### src/rtl/rna_pkg.sv
// ----------------------------------------------------------------------------
// rna_pkg: rational number alu shared definitions
// operand widths, stream packing, operation and error codes, sequencer states
// ----------------------------------------------------------------------------
package rna_pkg;

  localparam int OperandW = 16;
  localparam int NumW     = OperandW;
  localparam int DenW     = OperandW - 1;
  localparam int ModeW    = 4;
  // products and reduced magnitudes
  localparam int WideW    = 2 * OperandW;
  localparam int ProdW    = 2 * OperandW + 2;
  localparam int CntW     = $clog2(WideW);

  localparam int ResNumW  = 32;
  localparam int ResDenW  = 31;
  localparam int ErrW     = 2;

  localparam int InBits   = ModeW + NumW + DenW + NumW + DenW;
  localparam int InW      = ((InBits + 7) / 8) * 8;
  localparam int OutBits  = ResNumW + ResDenW + 1 + ErrW;
  localparam int OutW     = ((OutBits + 7) / 8) * 8;

  // field offsets inside the request tdata
  localparam int ModeLsb  = 0;
  localparam int AnumLsb  = ModeLsb + ModeW;
  localparam int AdenLsb  = AnumLsb + NumW;
  localparam int BnumLsb  = AdenLsb + DenW;
  localparam int BdenLsb  = BnumLsb + NumW;

  localparam logic [ModeW-1:0] ModeAdd = 4'd0;
  localparam logic [ModeW-1:0] ModeSub = 4'd1;
  localparam logic [ModeW-1:0] ModeMul = 4'd2;
  localparam logic [ModeW-1:0] ModeDiv = 4'd3;
  localparam logic [ModeW-1:0] ModeLt  = 4'd4;
  localparam logic [ModeW-1:0] ModeLe  = 4'd5;
  localparam logic [ModeW-1:0] ModeGt  = 4'd6;
  localparam logic [ModeW-1:0] ModeGe  = 4'd7;
  localparam logic [ModeW-1:0] ModeEq  = 4'd8;
  localparam logic [ModeW-1:0] ModeNe  = 4'd9;

  localparam logic [ErrW-1:0] ErrNone   = 2'd0;
  localparam logic [ErrW-1:0] ErrDivZero = 2'd1;
  localparam logic [ErrW-1:0] ErrBadDen = 2'd2;

  typedef enum logic [3:0] {
    ST_IDLE,
    ST_MUL_L,
    ST_MUL_R,
    ST_MUL_D,
    ST_COMBINE,
    ST_SIGN,
    ST_GCD,
    ST_DIV_NUM,
    ST_DIV_DEN,
    ST_DONE
  } state_e;

endpackage

### src/rtl/rational_number_alu.sv
// ----------------------------------------------------------------------------
// rational_number_alu: add, subtract, multiply, divide and compare fractions
// one request at a time, reduced through a shared subtract and shift datapath
// ----------------------------------------------------------------------------
// Compares and errors pass from the accepting edge through ST_MUL_L, ST_MUL_R and
// ST_MUL_D on the one 17x17 multiplier for the products, then the combine state,
// then the result is loaded. A zero fraction result also passes ST_SIGN. Any
// other fraction result takes the products and combine, ST_SIGN for the
// magnitudes, a binary gcd that retires one shift or one subtraction per cycle,
// then two restoring divisions by the gcd, numerator then denominator, on the
// same subtractor before the result is loaded. The request side is ready only
// while the sequencer is idle; the result sits in its own output register, so
// the next request is taken while an earlier result still waits on m_axis_tready.
module rational_number_alu (
  input  logic                    clk_i,
  input  logic                    rst_ni,
  input  logic                    s_axis_tvalid,
  output logic                    s_axis_tready,
  // mode[3:0], a_num[19:4], a_den[34:20], b_num[50:35], b_den[65:51], zero pad
  input  logic [rna_pkg::InW-1:0] s_axis_tdata,
  output logic                    m_axis_tvalid,
  input  logic                    m_axis_tready,
  // result_num[31:0], result_den[62:32], compare_true[63], error_code[65:64],
  // zero pad
  output logic [rna_pkg::OutW-1:0] m_axis_tdata
);
  import rna_pkg::*;

  state_e state_q, state_d;

  logic [ModeW-1:0]        mode_q, mode_d;
  logic signed [NumW-1:0]  an_q, an_d, bn_q, bn_d;
  logic [DenW-1:0]         ad_q, ad_d, bd_q, bd_d;

  logic signed [WideW-1:0] l_q, l_d, r_q, r_d, dn_q, dn_d, n_q, n_d;
  logic [WideW-1:0]        x_q, x_d, y_q, y_d, mn_q, mn_d, md_q, md_d;
  logic [WideW-1:0]        g_q, g_d, rem_q, rem_d, quo_q, quo_d, qnum_q, qnum_d;
  logic [CntW-1:0]         k_q, k_d, cnt_q, cnt_d;
  logic                    neg_q, neg_d;

  logic [ResNumW-1:0]      res_num_q, res_num_d;
  logic [ResDenW-1:0]      res_den_q, res_den_d;
  logic                    res_cmp_q, res_cmp_d;
  logic [ErrW-1:0]         res_err_q, res_err_d;

  logic                    out_valid_q, out_valid_d;
  logic [ResNumW-1:0]      out_num_q, out_num_d;
  logic [ResDenW-1:0]      out_den_q, out_den_d;
  logic                    out_cmp_q, out_cmp_d;
  logic [ErrW-1:0]         out_err_q, out_err_d;

  // shared multiplier
  logic signed [NumW:0]    mul_a, mul_b;
  logic signed [ProdW-1:0] prod;
  logic signed [WideW-1:0] prod_w;

  // shared subtractor
  logic [WideW:0]          sub_a, sub_b, diff;
  logic [WideW:0]          rem_sh;
  logic                    x_ge_y;
  logic                    div_bit;
  logic [WideW-1:0]        div_rem, div_quo;
  logic [WideW-1:0]        n_mag, d_mag, signed_q;

  always_comb begin
    mul_a = {an_q[NumW-1], an_q};
    mul_b = {2'b00, bd_q};
    case (state_q)
      ST_MUL_L: begin
        mul_a = {an_q[NumW-1], an_q};
        mul_b = {2'b00, bd_q};
      end
      ST_MUL_R: begin
        // multiply needs a_num*b_num, the cross term is unused there
        mul_a = {bn_q[NumW-1], bn_q};
        mul_b = (mode_q == ModeMul) ? {an_q[NumW-1], an_q} : {2'b00, ad_q};
      end
      ST_MUL_D: begin
        mul_a = {2'b00, ad_q};
        mul_b = (mode_q == ModeDiv) ? {bn_q[NumW-1], bn_q} : {2'b00, bd_q};
      end
      default: begin
        mul_a = {an_q[NumW-1], an_q};
        mul_b = {2'b00, bd_q};
      end
    endcase
    prod   = ProdW'(mul_a) * ProdW'(mul_b);
    prod_w = prod[WideW-1:0];
  end

  assign x_ge_y = (x_q >= y_q);
  assign rem_sh = {rem_q, quo_q[WideW-1]};

  always_comb begin
    if (state_q == ST_GCD) begin
      sub_a = x_ge_y ? {1'b0, x_q} : {1'b0, y_q};
      sub_b = x_ge_y ? {1'b0, y_q} : {1'b0, x_q};
    end else begin
      sub_a = rem_sh;
      sub_b = {1'b0, g_q};
    end
    diff = sub_a - sub_b;
  end

  // one restoring division step
  assign div_bit = ~diff[WideW];
  assign div_rem = div_bit ? diff[WideW-1:0] : rem_sh[WideW-1:0];
  assign div_quo = {quo_q[WideW-2:0], div_bit};

  assign n_mag    = n_q[WideW-1] ? WideW'(-n_q) : WideW'(n_q);
  assign d_mag    = dn_q[WideW-1] ? WideW'(-dn_q) : WideW'(dn_q);
  assign signed_q = neg_q ? (~qnum_q + WideW'(1)) : qnum_q;

  assign s_axis_tready = (state_q == ST_IDLE);

  always_comb begin
    state_d     = state_q;
    mode_d      = mode_q;
    an_d        = an_q;
    ad_d        = ad_q;
    bn_d        = bn_q;
    bd_d        = bd_q;
    l_d         = l_q;
    r_d         = r_q;
    dn_d        = dn_q;
    n_d         = n_q;
    x_d         = x_q;
    y_d         = y_q;
    mn_d        = mn_q;
    md_d        = md_q;
    g_d         = g_q;
    rem_d       = rem_q;
    quo_d       = quo_q;
    qnum_d      = qnum_q;
    k_d         = k_q;
    cnt_d       = cnt_q;
    neg_d       = neg_q;
    res_num_d   = res_num_q;
    res_den_d   = res_den_q;
    res_cmp_d   = res_cmp_q;
    res_err_d   = res_err_q;
    out_valid_d = out_valid_q;
    out_num_d   = out_num_q;
    out_den_d   = out_den_q;
    out_cmp_d   = out_cmp_q;
    out_err_d   = out_err_q;

    if (out_valid_q && m_axis_tready) begin
      out_valid_d = 1'b0;
    end

    case (state_q)
      ST_IDLE: begin
        if (s_axis_tvalid) begin
          mode_d  = s_axis_tdata[ModeLsb +: ModeW];
          an_d    = s_axis_tdata[AnumLsb +: NumW];
          ad_d    = s_axis_tdata[AdenLsb +: DenW];
          bn_d    = s_axis_tdata[BnumLsb +: NumW];
          bd_d    = s_axis_tdata[BdenLsb +: DenW];
          state_d = ST_MUL_L;
        end
      end
      ST_MUL_L: begin
        l_d     = prod_w;
        state_d = ST_MUL_R;
      end
      ST_MUL_R: begin
        r_d     = prod_w;
        state_d = ST_MUL_D;
      end
      ST_MUL_D: begin
        dn_d    = prod_w;
        state_d = ST_COMBINE;
      end
      ST_COMBINE: begin
        res_num_d = '0;
        res_den_d = ResDenW'(1);
        res_cmp_d = 1'b0;
        res_err_d = ErrNone;
        state_d   = ST_DONE;
        if (ad_q == '0 || bd_q == '0) begin
          res_err_d = ErrBadDen;
        end else begin
          case (mode_q)
            ModeAdd: begin
              n_d     = l_q + r_q;
              state_d = ST_SIGN;
            end
            ModeSub: begin
              n_d     = l_q - r_q;
              state_d = ST_SIGN;
            end
            ModeMul: begin
              n_d     = r_q;
              state_d = ST_SIGN;
            end
            ModeDiv: begin
              if (bn_q == '0) begin
                res_err_d = ErrDivZero;
              end else begin
                n_d     = l_q;
                state_d = ST_SIGN;
              end
            end
            ModeLt:  res_cmp_d = (l_q < r_q);
            ModeLe:  res_cmp_d = (l_q <= r_q);
            ModeGt:  res_cmp_d = (l_q > r_q);
            ModeGe:  res_cmp_d = (l_q >= r_q);
            ModeEq:  res_cmp_d = (l_q == r_q);
            ModeNe:  res_cmp_d = (l_q != r_q);
            default: res_cmp_d = 1'b0;
          endcase
        end
      end
      ST_SIGN: begin
        x_d   = n_mag;
        y_d   = d_mag;
        mn_d  = n_mag;
        md_d  = d_mag;
        neg_d = n_q[WideW-1] ^ dn_q[WideW-1];
        k_d   = '0;
        // zero numerator stays 0/1
        state_d = (n_mag == '0) ? ST_DONE : ST_GCD;
      end
      ST_GCD: begin
        if (x_q == '0 || y_q == '0) begin
          g_d     = (x_q | y_q) << k_q;
          rem_d   = '0;
          quo_d   = mn_q;
          cnt_d   = '0;
          state_d = ST_DIV_NUM;
        end else if (!x_q[0] && !y_q[0]) begin
          x_d = x_q >> 1;
          y_d = y_q >> 1;
          k_d = k_q + CntW'(1);
        end else if (!x_q[0]) begin
          x_d = x_q >> 1;
        end else if (!y_q[0]) begin
          y_d = y_q >> 1;
        end else if (x_ge_y) begin
          x_d = diff[WideW-1:0];
        end else begin
          y_d = diff[WideW-1:0];
        end
      end
      ST_DIV_NUM: begin
        rem_d = div_rem;
        quo_d = div_quo;
        cnt_d = cnt_q + CntW'(1);
        if (cnt_q == CntW'(WideW - 1)) begin
          qnum_d  = div_quo;
          rem_d   = '0;
          quo_d   = md_q;
          cnt_d   = '0;
          state_d = ST_DIV_DEN;
        end
      end
      ST_DIV_DEN: begin
        rem_d = div_rem;
        quo_d = div_quo;
        cnt_d = cnt_q + CntW'(1);
        if (cnt_q == CntW'(WideW - 1)) begin
          res_num_d = ResNumW'(signed'(signed_q));
          res_den_d = ResDenW'(div_quo);
          state_d   = ST_DONE;
        end
      end
      ST_DONE: begin
        if (!out_valid_q || m_axis_tready) begin
          out_valid_d = 1'b1;
          out_num_d   = res_num_q;
          out_den_d   = res_den_q;
          out_cmp_d   = res_cmp_q;
          out_err_d   = res_err_q;
          state_d     = ST_IDLE;
        end
      end
      default: begin
        state_d = ST_IDLE;
      end
    endcase
  end

  always_ff @(posedge clk_i or negedge rst_ni) begin
    if (!rst_ni) begin
      state_q     <= ST_IDLE;
      out_valid_q <= 1'b0;
    end else begin
      state_q     <= state_d;
      out_valid_q <= out_valid_d;
    end
  end

  always_ff @(posedge clk_i) begin
    mode_q    <= mode_d;
    an_q      <= an_d;
    ad_q      <= ad_d;
    bn_q      <= bn_d;
    bd_q      <= bd_d;
    l_q       <= l_d;
    r_q       <= r_d;
    dn_q      <= dn_d;
    n_q       <= n_d;
    x_q       <= x_d;
    y_q       <= y_d;
    mn_q      <= mn_d;
    md_q      <= md_d;
    g_q       <= g_d;
    rem_q     <= rem_d;
    quo_q     <= quo_d;
    qnum_q    <= qnum_d;
    k_q       <= k_d;
    cnt_q     <= cnt_d;
    neg_q     <= neg_d;
    res_num_q <= res_num_d;
    res_den_q <= res_den_d;
    res_cmp_q <= res_cmp_d;
    res_err_q <= res_err_d;
    out_num_q <= out_num_d;
    out_den_q <= out_den_d;
    out_cmp_q <= out_cmp_d;
    out_err_q <= out_err_d;
  end

  assign m_axis_tvalid = out_valid_q;
  assign m_axis_tdata  = {(OutW - OutBits)'(0), out_err_q, out_cmp_q, out_den_q, out_num_q};

endmodule

### config.mk
export PLATFORM = sky130hd
export DESIGN_NAME = rational_number_alu
export DESIGN_NICKNAME = d
export VERILOG_FILES = /design/src/rtl/rna_pkg.sv /design/src/rtl/rational_number_alu.sv
export SDC_FILE = /design/constraint.sdc
export NUM_CORES = 2
export LEC_CHECK = 0
export BUFFER_PORTS_ARGS = -buffer_cell sky130_fd_sc_hd__buf_2
export CORE_ASPECT_RATIO = 0.8
export CORE_MARGIN = 1.5
export CORE_UTILIZATION = 45
export CTS_CLUSTER_SIZE = 12
export DETAILED_ROUTE_END_ITERATION = 16
export GPL_ROUTABILITY_DRIVEN = 1
export HOLD_SLACK_MARGIN = 0.12
export PLACE_DENSITY = 0.66
export SYNTH_ARGS = -nofsm -noshare
export SYNTH_HDL_FRONTEND = slang
export SYNTH_SLANG_ARGS = --single-unit
### constraint.sdc
create_clock -name clk_i -period 24.1 [get_ports clk_i]
set_input_delay 2.41 -clock clk_i [delete_from_list [all_inputs] [get_ports clk_i]]
set_output_delay 2.41 -clock clk_i [all_outputs]
set_load 0.1 [all_outputs]
==> results.sh <==
export IMPL_path_clk_slew_ns=0.06
export IMPL_synth_top_family_by_area="adder cells"
export IMPL_final_antenna_net_count=0
export IMPL_port_buffers=137
export IMPL_slowest_delay_ns=0.72
export IMPL_antenna_found_initial=3
export IMPL_yosysSeqAreaShare=0.4075
export IMPL_slew_violations=0
export IMPL_synth_compound_area_frac=0.1337
export IMPL_drc=0
export IMPL_fp_coreArea_sq_um=96870
export IMPL_first_pass_iters=8
export IMPL_overflow=0
export IMPL_critPathTopFamily="adder cells"
export IMPL_worstMarginPinSlew_ns=1.195
export IMPL_final_layout_size_suffix_gt1_frac=0.08800
export IMPL_cp_slowest_cell="a221o_1"
export IMPL_finalCritPeriodShare=0.4157
export IMPL_r2r_end="l_q[31]$_DFFE_PP_"
export IMPL_hold_class="reg2reg"
export IMPL_maxCapViolations=0
export IMPL_cp_required_ns=24.43
export IMPL_synthFlopType="edfxtp_1"
export IMPL_clockRootBuffer="clkbuf_16"
export IMPL_setup_tns_ns=0
export IMPL_synth_top_area_frac=0.4047
export IMPL_initial_core_util=0.4543
export IMPL_num_rows=102
export IMPL_wl_per_cell_um=21.89
export IMPL_clock_sinks=598
export IMPL_htreeDepth=3
export IMPL_r2r_start="state_q[2]$_DFFE_PN0P_"
export IMPL_place_gp_congestion=0.9349
export IMPL_grt_usage=0.2468
export IMPL_regArea_sq_um=17930
export IMPL_ys_ff_latch=598
export IMPL_final_nets=4934
export IMPL_die_x_um=352.6
export IMPL_drt_wl_total_um=124200
export IMPL_cts_tree="yes"
export IMPL_grt_pass1_vias=31200
export IMPL_final_hold_viol_count=0
export IMPL_die_area_sq_um=99680
export IMPL_worstRegToRegCells=27
export IMPL_crit_end="l_q[31]$_DFFE_PP_"
export IMPL_fillers=8688
export IMPL_syn2layout_area_growth_pct=9.856
export IMPL_startpoint_type="flip-flop"
export IMPL_cts_buffer_depth=3
export IMPL_cp_num_cells=27
export IMPL_ys_top_cells_by_area="edfxtp_1 40%, fa_1 13%, ha_1 7.1%, nor2_1 4.8%, inv_1 4.1%"
export IMPL_path_max_fanout=60
export IMPL_synth_edf_count=593
export IMPL_yosys_top_cells_count="593 x edfxtp_1, 558 x nor2_1, 486 x inv_1"
export IMPL_synth_avg_cell_area_sq_um=10.32
export IMPL_ys_async_sr_fraction=0.008361
export IMPL_finClkSkew_ns=0.03596
export IMPL_synth_cell_types=85
export IMPL_yosysWarnings=0
export IMPL_yosys_area_share_adder=0.1970
export IMPL_r2r_slack_ns=14.08
export IMPL_cts_made_buffers=68
export IMPL_multi_input_area_sq_um=23560
export IMPL_drtIter0Drc=3661
export IMPL_antenna_cells=0
export IMPL_fin_crit_ns=10.02
export IMPL_cts_resized=0
export IMPL_post_cts_setup_buffers=0
export IMPL_syn_inst=4265
export IMPL_setup_viol_count_final=0
export IMPL_crit_path_end_kind="flip-flop"
export IMPL_path_class="reg2reg"
export IMPL_cp_buffers_inverters=5
export IMPL_die_height_um=282.7
export IMPL_cp_arrival_ns=10.35
export IMPL_synthXorXnorAreaFrac=0.03225
export IMPL_hold_buffers=0
export IMPL_viasPerCell=5.805
export IMPL_rsz0062_at_grt="false"
export IMPL_grt_pass1_wl_um=188400
export IMPL_synth_simple_area_share=0.1265
export IMPL_clkLatencyLatePin_ns=0.67
export IMPL_yosys_area_top_type="edfxtp_1"
export IMPL_cp_common_cell="fa_1"
export IMPL_grt_max_degree=83
export IMPL_status="finished, final reports clean"
export IMPL_fmax_mhz=99.82
export IMPL_slew_headroom=0.2034
export IMPL_io_pins=150
export IMPL_synth_most_common_cell="edfxtp_1"
export IMPL_startpoint="state_q[2]$_DFFE_PN0P_"
export IMPL_vias=32940
export IMPL_synthMuxAreaShare=0.04302
export IMPL_dp_hpwl_um=93940
export IMPL_syn_area_sq_um=44000
## area by class of cell
| class | instances | share of cell area |
|---|---|---|
| Sequential cell | 598 | 0.3710 |
| Clock buffer | 78 | 0.03598 |
| Clock inverter | 35 | 0.01030 |
| Tap cell | 1300 | 0.03365 |
| Multi-Input combinational cell | 2977 | 0.4874 |
| Inverter | 489 | 0.03797 |
| Timing Repair Buffer | 198 | 0.02366 |
## state kept, by name, summed over array words and instances (netlist names), 5 cells and up
name and cells:
ad_q 15, an_q 16, bd_q 15, bn_q 16, cnt_q 5, dn_q 32
g_q 32, k_q 5, l_q 32, md_q 32, mn_q 32, n_q 32
out_den_q 31, out_num_q 32, qnum_q 32, quo_q 32, r_q 32, rem_q 32
res_den_q 31, res_num_q 32, x_q 32, y_q 32
## per-stage QoR
step / util / hold slack (ns) / cells / cell area, sq um / setup WS (ns)
6_report: 0.4990 / 0.3929 / 5675 / 48340 / 14.08
5_1_grt: 0.4990 / 0.4066 / 5675 / 48340 / 13.86
4_1_cts: 0.4990 / 0.3963 / 5675 / 48340 / 14.24
3_5_place_dp: 0.4759 / 0.4045 / 5562 / 46100 / 14.29
3_3_place_gp: 0.4759 / 0.4015 / 5562 / 46100 / 14.38
2_1_floorplan: - / 0.4003 / 4270 / 44020 / 15.85
## layer usage
layer,GRT usage,up-vias,share of wire
li1,-,15170,-
met1,0.3518,16010,0.44
met2,0.3783,1520,0.43
met3,0.04553,245,0.089
met4,0.08731,0,0.036
met5,0,-,0
## cells by family (layout without fill, tap and decap cells)
family / after synthesis / count (layout)
buffers and inverters: 695 / 800
AO/OA/AOI/OAI: 887 / 887
flip-flops: 598 / 598
AND/OR/NAND/NOR: 1241 / 1241
other: 1 / 6
adder cells (fa/ha/maj): 526 / 526
multiplexers: 155 / 155
XOR/XNOR: 162 / 162
## layout by cell type, fill, tap and decap left out, drive strengths merged, types with 35 or more instances in the layout
master	count
nor4	50
nand2	317
a21oi	259
ha	248
and2	35
edfxtp	593
o31ai	37
clkbuf	78
nand3	37
nand2b	47
inv	492
a21o	50
nor2	558
xnor2	97
a221oi	62
buf	198
fa	278
and3	41
o22ai	50
mux2i	116
xor2	65
o21ai	163
nor2b	36
## worst reg2reg max path, delay by kind of cell (launching register included)
family                   cells  cell delay [ns]
AO/OA/AOI/OAI                8             2.74
XOR/XNOR                     1             0.37
adder cells (fa/ha/maj)      7             3.21
buffers and inverters        5             0.71
flip-flops                   1             0.48
AND/OR/NAND/NOR              6             2.17
## how the worst min path moves through the flow
stage	end	cells past startpoint	startpoint
after floorplan	out_cmp_q$_DFFE_PP_	0	res_cmp_q$_SDFFCE_PP0P_
after global placement	out_err_q[0]$_DFFE_PP_	0	res_err_q[0]$_SDFFCE_PP0P_
after detailed placement	out_den_q[0]$_DFFE_PP_	0	res_den_q[0]$_SDFFCE_PN1P_
after CTS	out_err_q[0]$_DFFE_PP_	0	res_err_q[0]$_SDFFCE_PP0P_
after global routing	out_err_q[0]$_DFFE_PP_	0	res_err_q[0]$_SDFFCE_PP0P_
final	out_err_q[0]$_DFFE_PP_	0	res_err_q[0]$_SDFFCE_PP0P_
Power is not shown: default switching activity piles up to over one toggle a cycle in this logic, so the estimate is an artifact.
